===== src/hw/rtl/tte_pkg.sv =====
package tte_pkg;

    // field widths fixed by the interface
    localparam int COUNT_W   = 4;
    localparam int TEMPO_W   = 20;
    localparam int TIMEOUT_W = 16;
    localparam int STAMP_W   = 32;

    // tempo scaling: 60000 ms per minute, times 100 for hundredths
    localparam logic [63:0] TEMPO_SCALE = 64'd6000000;
    localparam logic [TEMPO_W-1:0] TEMPO_MAX = '1;
    localparam logic [TIMEOUT_W-1:0] TIMEOUT_RESET = 16'd3000;

    // command codes
    localparam logic CMD_TAP   = 1'b0;
    localparam logic CMD_CLEAR = 1'b1;

endpackage


===== src/hw/rtl/tte_ram.sv =====
module tte_ram #(
    parameter int WIDTH = 32,
    parameter int DEPTH = 8
) (
    input  logic                     i_clk,
    input  logic                     i_wr_en,
    input  logic [$clog2(DEPTH)-1:0] i_wr_addr,
    input  logic [WIDTH-1:0]         i_wr_data,
    input  logic [$clog2(DEPTH)-1:0] i_rd_addr,
    output logic [WIDTH-1:0]         o_rd_data
);

    logic [WIDTH-1:0] r_mem [DEPTH];
    logic [WIDTH-1:0] r_rd_data;

    // one write port, one registered read port
    always_ff @(posedge i_clk) begin
        if (i_wr_en) begin
            r_mem[i_wr_addr] <= i_wr_data;
        end
        r_rd_data <= r_mem[i_rd_addr];
    end

    assign o_rd_data = r_rd_data;

endmodule


===== src/hw/rtl/tap_tempo_estimator.sv =====
// channel   direction  handshake                    payload
// in        input      i_in_valid / o_in_stall      i_command, i_timestamp_ms
// out       output     o_out_valid / i_out_stall    o_tap_count, o_bpm_hundredths, o_bpm_new
// cfg       input      i_cfg_valid / o_cfg_ready    i_cfg_timeout_ms
//
// a clear goes straight to the done state, a tap that leaves fewer than two stamps
// passes through the check, and a tap that yields a tempo runs check, span, divide,
// saturate and done; the restoring divider yields one quotient bit per cycle.
// the stamp ring lives in one ram with a registered read, read twice per tap.
// synchronous active-low reset empties the window, zeroes the tempo and
// restores the timeout; a stalled result waits in the output register.
module tap_tempo_estimator #(
    parameter int MAX_TAPS   = 8,
    parameter int TIME_WIDTH = 32
) (
    input  logic                            i_clk,
    input  logic                            i_rst_n,
    // input channel
    input  logic                            i_in_valid,
    output logic                            o_in_stall,
    input  logic                            i_command,
    input  logic [tte_pkg::STAMP_W-1:0]     i_timestamp_ms,
    // output channel
    output logic                            o_out_valid,
    input  logic                            i_out_stall,
    output logic [tte_pkg::COUNT_W-1:0]     o_tap_count,
    output logic [tte_pkg::TEMPO_W-1:0]     o_bpm_hundredths,
    output logic                            o_bpm_new,
    // configuration channel
    input  logic                            i_cfg_valid,
    output logic                            o_cfg_ready,
    input  logic [tte_pkg::TIMEOUT_W-1:0]   i_cfg_timeout_ms
);

    localparam int SLOT_W = $clog2(MAX_TAPS);
    localparam int CNT_W  = $clog2(MAX_TAPS + 1);
    localparam int NUM_W  = $clog2(tte_pkg::TEMPO_SCALE * 64'(MAX_TAPS - 1) + 64'd1);
    localparam int REM_W  = (NUM_W + 1 > TIME_WIDTH) ? NUM_W + 1 : TIME_WIDTH;
    localparam int DIV_CNT_W = $clog2(NUM_W);

    localparam logic [SLOT_W-1:0] SLOT_LAST = SLOT_W'(MAX_TAPS - 1);
    localparam logic [SLOT_W:0]   SLOT_SPAN = (SLOT_W + 1)'(MAX_TAPS);
    localparam logic [CNT_W-1:0]  CNT_FULL  = CNT_W'(MAX_TAPS);

    typedef enum logic [2:0] {
        S_IDLE,
        S_CHECK,
        S_SPAN,
        S_DIVIDE,
        S_SATURATE,
        S_DONE
    } t_state;

    t_state                        r_state;
    logic [SLOT_W-1:0]             r_write_slot;
    logic [CNT_W-1:0]              r_held;
    logic [tte_pkg::TEMPO_W-1:0]   r_tempo;
    logic [tte_pkg::TIMEOUT_W-1:0] r_timeout;
    logic                          r_fresh;
    logic [TIME_WIDTH-1:0]         r_now;
    logic [TIME_WIDTH-1:0]         r_span;
    logic [NUM_W-1:0]              r_num;
    logic [NUM_W-1:0]              r_quo;
    logic [REM_W-1:0]              r_rem;
    logic [DIV_CNT_W-1:0]          r_div_cnt;
    logic                          r_out_valid;
    logic [tte_pkg::COUNT_W-1:0]   r_out_count;
    logic [tte_pkg::TEMPO_W-1:0]   r_out_bpm;
    logic                          r_out_new;

    logic                  in_xfer;
    logic                  out_free;
    logic [TIME_WIDTH-1:0] rd_data;
    logic [SLOT_W-1:0]     rd_addr;
    logic                  wr_en;
    logic [SLOT_W-1:0]     prev_slot;
    logic [SLOT_W-1:0]     next_slot;
    logic [SLOT_W-1:0]     oldest_slot;
    logic [SLOT_W:0]       oldest_sum;
    logic [SLOT_W:0]       back_ext;
    logic [TIME_WIDTH-1:0] gap;
    logic                  expired;
    logic [CNT_W-1:0]      held_eff;
    logic [CNT_W-1:0]      n_held;
    logic [REM_W-1:0]      rem_shift;
    logic [REM_W:0]        trial;
    logic                  fits;

    assign in_xfer     = i_in_valid && !o_in_stall;
    assign out_free    = !r_out_valid || !i_out_stall;
    assign o_in_stall  = (r_state != S_IDLE);
    assign o_cfg_ready = 1'b1;

    // ring slot arithmetic
    assign prev_slot = (r_write_slot == '0) ? SLOT_LAST : r_write_slot - 1'b1;
    assign next_slot = (r_write_slot == SLOT_LAST) ? '0 : r_write_slot + 1'b1;

    // window after the timeout check and the new stamp
    assign gap      = r_now - rd_data;
    assign expired  = (r_held != '0) && (gap > TIME_WIDTH'(r_timeout));
    assign held_eff = expired ? '0 : r_held;
    assign n_held   = (held_eff < CNT_FULL) ? held_eff + 1'b1 : held_eff;

    // oldest stamp sits n_held - 1 slots behind the one being written
    assign back_ext    = (SLOT_W + 1)'(n_held - 1'b1);
    assign oldest_sum  = {1'b0, r_write_slot} + SLOT_SPAN - back_ext;
    assign oldest_slot = (oldest_sum >= SLOT_SPAN) ? SLOT_W'(oldest_sum - SLOT_SPAN)
                                                   : oldest_sum[SLOT_W-1:0];

    // read newest stamp on acceptance, oldest stamp while checking
    assign rd_addr = (r_state == S_CHECK) ? oldest_slot : prev_slot;
    assign wr_en   = (r_state == S_CHECK);

    tte_ram #(
        .WIDTH (TIME_WIDTH),
        .DEPTH (MAX_TAPS)
    ) u_ram (
        .i_clk     (i_clk),
        .i_wr_en   (wr_en),
        .i_wr_addr (r_write_slot),
        .i_wr_data (r_now),
        .i_rd_addr (rd_addr),
        .o_rd_data (rd_data)
    );

    // restoring divider step; a zero span gives an all-ones quotient
    assign rem_shift = {r_rem[REM_W-2:0], r_num[NUM_W-1]};
    assign trial     = {1'b0, rem_shift} - {1'b0, REM_W'(r_span)};
    assign fits      = !trial[REM_W];

    // sequencer, window state and output register
    always_ff @(posedge i_clk) begin
        if (!i_rst_n) begin
            r_state      <= S_IDLE;
            r_write_slot <= '0;
            r_held       <= '0;
            r_tempo      <= '0;
            r_timeout    <= tte_pkg::TIMEOUT_RESET;
            r_out_valid  <= 1'b0;
        end else begin
            if (i_cfg_valid && o_cfg_ready) begin
                r_timeout <= i_cfg_timeout_ms;
            end
            // result register: load when an item finishes, drop on transfer
            if ((r_state == S_DONE) && out_free) begin
                r_out_valid <= 1'b1;
            end else if (r_out_valid && !i_out_stall) begin
                r_out_valid <= 1'b0;
            end
            case (r_state)
                S_IDLE: begin
                    if (in_xfer) begin
                        r_now <= TIME_WIDTH'(i_timestamp_ms);
                        if (i_command == tte_pkg::CMD_CLEAR) begin
                            r_held       <= '0;
                            r_write_slot <= '0;
                            r_tempo      <= '0;
                            r_fresh      <= 1'b0;
                            r_state      <= S_DONE;
                        end else begin
                            r_state <= S_CHECK;
                        end
                    end
                end
                S_CHECK: begin
                    r_held       <= n_held;
                    r_write_slot <= next_slot;
                    if (n_held >= CNT_W'(2)) begin
                        r_state <= S_SPAN;
                    end else begin
                        r_fresh <= 1'b0;
                        r_state <= S_DONE;
                    end
                end
                S_SPAN: begin
                    r_span    <= r_now - rd_data;
                    r_num     <= NUM_W'(tte_pkg::TEMPO_SCALE * 64'(r_held - 1'b1));
                    r_rem     <= '0;
                    r_div_cnt <= '0;
                    r_state   <= S_DIVIDE;
                end
                S_DIVIDE: begin
                    r_rem     <= fits ? trial[REM_W-1:0] : rem_shift;
                    r_quo     <= {r_quo[NUM_W-2:0], fits};
                    r_num     <= r_num << 1;
                    r_div_cnt <= r_div_cnt + 1'b1;
                    if (r_div_cnt == DIV_CNT_W'(NUM_W - 1)) begin
                        r_state <= S_SATURATE;
                    end
                end
                S_SATURATE: begin
                    r_tempo <= (r_quo > NUM_W'(tte_pkg::TEMPO_MAX)) ? tte_pkg::TEMPO_MAX
                                                                     : tte_pkg::TEMPO_W'(r_quo);
                    r_fresh <= 1'b1;
                    r_state <= S_DONE;
                end
                S_DONE: begin
                    if (out_free) begin
                        r_out_count <= tte_pkg::COUNT_W'(r_held);
                        r_out_bpm   <= r_tempo;
                        r_out_new   <= r_fresh;
                        r_state     <= S_IDLE;
                    end
                end
                default: begin
                    r_state <= S_IDLE;
                end
            endcase
        end
    end

    assign o_out_valid      = r_out_valid;
    assign o_tap_count      = r_out_count;
    assign o_bpm_hundredths = r_out_bpm;
    assign o_bpm_new        = r_out_new;

endmodule


===== config.mk =====
export PLATFORM = sky130hd
export DESIGN_NAME = tap_tempo_estimator
export DESIGN_NICKNAME = d
export VERILOG_FILES = /design/src/hw/rtl/tte_pkg.sv /design/src/hw/rtl/tte_ram.sv /design/src/hw/rtl/tap_tempo_estimator.sv
export SDC_FILE = /design/constraint.sdc
export NUM_CORES = 1
export LEC_CHECK = 0
export ABC_AREA = 1
export BUFFER_PORTS_ARGS = -buffer_cell sky130_fd_sc_hd__buf_2
export CORE_MARGIN = 4
export CORE_UTILIZATION = 60
export CTS_CLUSTER_DIAMETER = 200
export DETAILED_ROUTE_END_ITERATION = 10
export PLACE_DENSITY = 0.77
export SKIP_CTS_REPAIR_TIMING = 1
export SYNTH_ARGS = -nofsm -noshare
export SYNTH_HDL_FRONTEND = slang
export SYNTH_SLANG_ARGS = --single-unit

===== constraint.sdc =====
create_clock -name i_clk -period 6.9 [get_ports i_clk]
set_input_delay 1.38 -clock i_clk [delete_from_list [all_inputs] [get_ports i_clk]]
set_output_delay 1.38 -clock i_clk [all_outputs]
set_load 0.02 [all_outputs]

==> results of run 1 <==
==> area by class of cell <==
type,instances,area (µm²)
tap,539,674
inverter,369,1390
timing repair buffer,114,706
clock inverter,28,323
clock buffer,68,1440
sequential,506,14400
fill,3166,13500
multi-input combinational,1584,9570
==> worst max-delay path by stage <==
stage / startpoint / to / slack, ns / cells after the start
after floorplan: r_held[0] / r_num[25] / 0.88 / 28
after CTS: r_now[0] / u_ram.o_rd_data[27] / 0.49 / 35
after global routing: r_now[0] / u_ram.o_rd_data[20] / 0.001 / 34
after global placement: r_now[0] / u_ram.o_rd_data[31] / 0.68 / 34
final: r_now[5] / u_ram.o_rd_data[27] / 0.64 / 33
after detailed placement: r_now[0] / u_ram.o_rd_data[27] / 0.52 / 35
==> metal layers <==
metal / up-vias / global-route usage
li1: 8754 / -
met1: 8650 / 0.326
met2: 628 / 0.421
met5: - / 0
met3: 145 / 0.0353
met4: 2 / 0.0979
==> flip-flops by register name, indices dropped and copies added (netlist names) <==
name and count:
u_ram.r_mem 256, r_now 32, r_span 32, u_ram.o_rd_data 32, r_rem 31, r_quo 26, o_bpm_hundredths 20, r_tempo 20
r_num 19, r_timeout 16, r_div_cnt 5, o_tap_count 4, r_held 4, r_state 3, r_write_slot 3, o_bpm_new 1
o_out_valid 1, r_fresh 1
==> kinds of logic (layout without fill, tap and decap cells) <==
group | count (synthesis) | count (layout)
other | 1 | 1
XOR/XNOR | 63 | 63
flip-flops | 506 | 506
AO/OA/AOI/OAI | 448 | 450
AND/OR/NAND/NOR | 882 | 882
buffers and inverters | 446 | 579
adder cells (fa/ha/maj) | 188 | 188
==> cells in the final DEF (no fill, tap or decap), types with 9 or more instances in the layout <==
cell / instances
xor2_1: 30
nand2_1: 460
o32ai_1: 32
nand3_1: 65
buf_2: 80
nor2_1: 289
o32a_1: 32
dfxtp_1: 79
inv_1: 364
edfxtp_1: 427
nor2_2: 9
clkinv_2: 11
xnor2_1: 32
fa_1: 34
a21oi_1: 139
nor2_4: 10
nand4_1: 11
o21ai_0: 172
o21ai_2: 28
nor3_1: 14
ha_1: 154
o21bai_1: 10
clkbuf_1: 10
buf_4: 30
clkbuf_16: 54
==> synth_stat cells (all sizes together), types with 6 or more instances <==
master / number
nand2: 466
edfxtp: 427
inv: 368
nor2: 308
o21ai: 205
ha: 154
a21oi: 141
dfxtp: 79
nand3: 68
clkbuf: 67
fa: 34
o32a: 32
o32ai: 32
xnor2: 32
xor2: 31
nor3: 16
nand4: 11
buf: 10
o21bai: 10
o211ai: 6
==> through the flow <==
| step | cell area (µm²) | worst slack [ns] | hold slack (ns) | instances | utilization |
|---|---|---|---|---|---|
| final | 28500 | 0.644 | 0.431 | 3208 | 0.678 |
| after global routing | 28500 | 0.00135 | 0.438 | 3208 | 0.678 |
| after CTS | 28400 | 0.493 | 0.426 | 3202 | 0.676 |
| after detailed placement | 26700 | 0.524 | 0.412 | 3106 | 0.634 |
| after global placement | 26700 | 0.682 | 0.411 | 3106 | 0.634 |
| after floorplan | 25600 | 0.879 | 0.400 | 2534 | - |
==> key figures, run 1 <==
Min path
  • WHS Endpoint: o_bpm_hundredths[17]
  • WHS Path Cells: 0
  • Hold Startpoint: r_tempo[17]
  • Type of the worst min-delay path: flop to flop

Worst setup path
  • Buf/Inv on CP: 3
  • Maximum fanout along the worst path: 50
  • Worst r2r src: r_now[5]
  • CP max stage delay: 0.51 ns
  • Crit path required time: 7.42 ns
  • Reg-to-Reg End: u_ram.o_rd_data[27]
  • Crit path arrival time: 6.78 ns
  • CP Launch Type: flop
  • Worst Reg-to-Reg Cells: 33
  • R2r setup slk: 0.64 ns
  • Kind of critical path: flop to flop
  • Cell family with most CP delay: adder cells
  • Crit path max-delay cell type: edfxtp_1
  • Worst setup EP type: flop
  • Most used cell, CP: nand2_1

STA
  • Fin crit share: 0.907
  • Post-route minimum period: 6.26 ns
  • RSZ-0062 raised after global routing: false
  • Worst slew pin tran: 1.22 ns
  • Setup violations, final: 0
  • Fin. Hold Viols: 0
  • Slew margin rel.: 0.185
  • Fmax achieved: 0.160 GHz
  • Max-slew violations: 0
  • Setup TNS: 0 ns
  • Setup Skew: 0.0233 ns

Drt
  • Final ANT Viol Nets: 0
  • First drt pass iteration count: 5
  • DR WL met2: 28100 µm
  • Wire per inst: 18.3 µm
  • Vias/cell: 5.67
  • M1 wire length: 25100 µm
  • DRC violations left: 0
  • Starting DRT DRC Count: 1577
  • Met3 routed WL: 3490 µm
  • Total Wirelength: 58900 µm
  • Top Metal Used: met5
  • Vias: 18.2k

Floorplan
  • Die W: 214 µm
  • Die area: 0.0460 mm²
  • Initial Util: 0.608
  • I/O pin count: 82
  • Core box area: 0.0420 mm²
  • Row count: 75
  • Die Y: 214 µm

CTS
  • CTS tree: done
  • Cts bufs inserted: 51
  • Root Buffer: clkbuf_16
  • H-tree depth: 2
  • Clock-pin slew on the worst setup and hold paths: 0.06 ns
  • Insertion delay to the later sink of the worst-skew pair: 0.61 ns
  • Clock buffer depth: 3
  • Sink Count: 506

Global route
  • Total gr overflow: 0
  • Total GRT Usage: 0.248
  • Vias in the first global route: 17.9k
  • First-pass GRT wire length: 92100 µm
  • Largest net degree at the start of global routing: 91
  • Initial antenna violation count: 1

Synth
  • Sequential share of the synthesized area: 0.563
  • Synth cell types: 50
  • Warning count from the yosys run: 0
  • Synth Area in Adders: 0.102
  • XOR/XNOR Fraction of Synth Area: 0.0216
  • Post-synthesis compound-gate area fraction: 0.107
  • Top post-synthesis cells by area: edfxtp_1, ha_1, nand2_1
  • Mux cell area share after synthesis: 0
  • Syn Std Cell Area: 0.0256 mm²
  • Mapped Nets: 2776
  • Ys flop type: edfxtp_1
  • Synth top area share: 0.501
  • Synth Register Bits: 506
  • Avg Cell Area, Syn: 10.1 µm²
  • Post-Synth Simple-Gate Area: 0.138
  • Main combinational cell family by area after synthesis: simple AND/OR/NAND/NOR gates
  • Post-Syn Instances: 2534
  • Post-synth EDFFs: 427
  • Async S/R FF share, synth: 0
  • Yosys top cell by area: edfxtp_1

Layout
  • Diodes inserted: 0
  • Net count, final: 2868
  • Syn-to-layout area delta: 11.5%
  • Layout cell share with drive strength beyond 1: 0.101

Placement
  • Routability cong.: 0.937
  • Port-buffer cells: 80
  • DP HPWL: 38800 µm

Run status
  • Status: finished, final reports clean

Job
  • Max cap viols: 0
Power of run 1 is not shown: default switching activity piles up to over one toggle a cycle in this logic, so the estimate is an artifact.
==> inputs of run 2 (changes only) <==
- ABC_AREA: 1 -> unset
==> key figures, run 2 <==
Synth
  • Ys flop type: edfxtp_1
  • Sequential share of the synthesized area: 0.580
  • Yosys top cell by area: edfxtp_1
  • Top post-synthesis cells by area: edfxtp_1, ha_1, dfxtp_1
  • Mapped Nets: 2104
  • Main combinational cell family by area after synthesis: adder cells
  • Top post-synthesis cells by count: edfxtp_1, inv_1, ha_1, nor2_1, nand2_1
  • Warning count from the yosys run: 0
  • Post-synthesis compound-gate area fraction: 0.0858
  • Synth cell types: 77
  • Synth Area in Adders: 0.105
  • Synth top area share: 0.517
  • Avg Cell Area, Syn: 13.3 µm²
  • Synth Register Bits: 506
  • XOR/XNOR Fraction of Synth Area: 0.0272
  • Post-synth EDFFs: 427
  • Post-Syn Instances: 1862
  • Count leader, synth: edfxtp_1
  • Post-Synth Simple-Gate Area: 0.0747
  • Mux cell area share after synthesis: 0.0873
  • Syn Std Cell Area: 0.0248 mm²
  • Async S/R FF share, synth: 0

Worst setup path
  • Cell family with most CP delay: compound AO/OA/AOI/OAI gates
  • Worst r2r src: r_now[3]
  • Reg-to-Reg End: u_ram.o_rd_data[8]
  • Maximum fanout along the worst path: 8
  • Most used cell, CP: ha_1
  • CP max stage delay: 0.54 ns
  • Crit path required time: 7.38 ns
  • Kind of critical path: flop to flop
  • R2r setup slk: 0.23 ns
  • Worst Reg-to-Reg Cells: 31
  • CP Launch Type: flop
  • Critical path depth: 31
  • Crit path arrival time: 7.15 ns
  • Worst setup EP type: flop
  • Critical path origin: r_now[3]
  • Crit path max-delay cell type: edfxtp_1
  • Worst setup endpoint: u_ram.o_rd_data[8]
  • Buf/Inv on CP: 3

Layout
  • Layout cell share with drive strength beyond 1: 0.185
  • Max reg flops: 256
  • Most flop-heavy register: u_ram.r_mem
  • Diodes inserted: 0
  • Design area: 0.0282 mm²
  • Syn-to-layout area delta: 13.5%
  • Net count, final: 2240
  • Most frequent cells in the layout: edfxtp_1, inv_1, ha_1, nor2_1, nand2_1
  • Filler cells: 2667
  • Leading cell type in the layout, fill and taps excluded: edfxtp_1

Min path
  • Type of the worst min-delay path: flop to flop

CTS
  • Clock buffer depth: 3
  • Insertion delay to the later sink of the worst-skew pair: 0.60 ns
  • CTS tree: done
  • Cts bufs inserted: 51
  • Root Buffer: clkbuf_16
  • H-tree depth: 2
  • Clock-pin slew on the worst setup and hold paths: 0.06 ns
  • Sink Count: 506

STA
  • Fin crit share: 0.967
  • Setup TNS: 0 ns
  • Fin. Hold Viols: 0
  • Setup violations, final: 0
  • Fmax achieved: 0.150 GHz
  • Max-slew violations: 0
  • Worst slew pin tran: 1.18 ns
  • WHS: 0.432 ns
  • Slew margin rel.: 0.211
  • PnR worst setup slack: 0.227 ns
  • Post-route minimum period: 6.67 ns
  • Setup Skew: 0.0119 ns

Global route
  • Total gr overflow: 0
  • Met1 usage: 0.338
  • Met3 Use GR: 0.0267
  • GR peak layer: met2
  • Total GRT Usage: 0.238
  • First-pass GRT wire length: 83800 µm
  • Vias in the first global route: 15.3k
  • Initial antenna violation count: 0
  • GRT met2 Usage: 0.398
  • Largest net degree at the start of global routing: 48

Drt
  • Vias: 15.4k
  • Final ANT Viol Nets: 0
  • First drt pass iteration count: 5
  • Vias/cell: 5.98
  • Starting DRT DRC Count: 1399
  • Wire per inst: 21.0 µm
  • Total Wirelength: 54100 µm
  • DRC violations left: 0

Floorplan
  • Die area: 0.0447 mm²
  • Row count: 74
  • Core box area: 0.0408 mm²
  • Die Y: 211 µm
  • Die W: 211 µm
  • Initial Util: 0.608
  • I/O pin count: 82

Run status
  • Status: finished, final reports clean

Placement
  • DP HPWL: 34400 µm
  • DP Area: 0.0261 mm²
  • Port-buffer cells: 80
  • Routability cong.: 0.898
  • DP Worst Slack: -0.0734 ns

Job
  • Max cap viols: 0
[run 2: cell count changes after synthesis, sizes merged, moves of 29 or more]
cell | previous run | this run
mux4 | 0 | 64
o32ai | 32 | 1
nand3 | 68 | 29
inv | 368 | 187
o21ai | 205 | 58
a21oi | 141 | 95
nor2 | 308 | 106
a21o | 1 | 32
nand2 | 466 | 99
mux2 | 0 | 34
o32a | 32 | 0
mux2i | 0 | 33
nor2b | 0 | 29
[run 2: worst min path at each step]
stage                      from                    to  slack [ns]  cells after the start
CTS                 r_tempo[16]  o_bpm_hundredths[16]        0.43                      0
finish                  r_fresh             o_bpm_new        0.43                      0
floorplan               r_fresh             o_bpm_new        0.40                      0
detailed placement   r_tempo[0]   o_bpm_hundredths[0]        0.42                      0
global route        r_tempo[16]  o_bpm_hundredths[16]        0.43                      0
global placement     r_tempo[3]   o_bpm_hundredths[3]        0.42                      0
[run 2: area by class of cell]
type | count | area [µm²] | area share
clock inverters | 32 | 293 | 0.0104
clock buffers | 63 | 1330 | 0.0472
well taps | 532 | 666 | 0.0236
flip-flops and latches | 506 | 14400 | 0.511
inverters | 189 | 709 | 0.0252
repair buffers | 147 | 1040 | 0.0371
multi-input cells | 1103 | 9730 | 0.345
[run 2: logic make-up (layout without fill, tap and decap cells)]
group / Yosys count / count (layout)
buffers and inverters: 253 / 431
DFF: 506 / 506
muxes: 131 / 131
and+or+nand+nor: 381 / 381
adders and majority gates: 188 / 188
other: 1 / 1
xor gates and xnor gates: 77 / 77
AOI/OAI and AO/OA: 325 / 325
[run 2: stage by stage]
stage | instances | utilization
5_1_grt | 2572 | 0.690
6_report | 2572 | 0.690
2_1_floorplan | 1862 | -
4_1_cts | 2547 | 0.679
3_3_place_gp | 2452 | 0.639
3_5_place_dp | 2452 | 0.639
[run 2: routing by layer]
metal,vias to the layer above,wire [µm]
met5,-,0
met4,0,1460
met3,96,2920
met1,7634,22800
li1,7136,-
met2,526,26800
[run 2: worst register-to-register path: cells and delay by family, from the launching register on]
family / cells / cell delay [ns]
buffers and inverters: 3 / 0.40
AO/OA/AOI/OAI: 10 / 1.71
multiplexers: 3 / 0.79
XOR/XNOR: 4 / 0.75
flip-flops: 1 / 0.54
AND/OR/NAND/NOR: 6 / 1.08
adder cells (fa/ha/maj): 5 / 1.29
Power of run 2 is left out for the same reason.
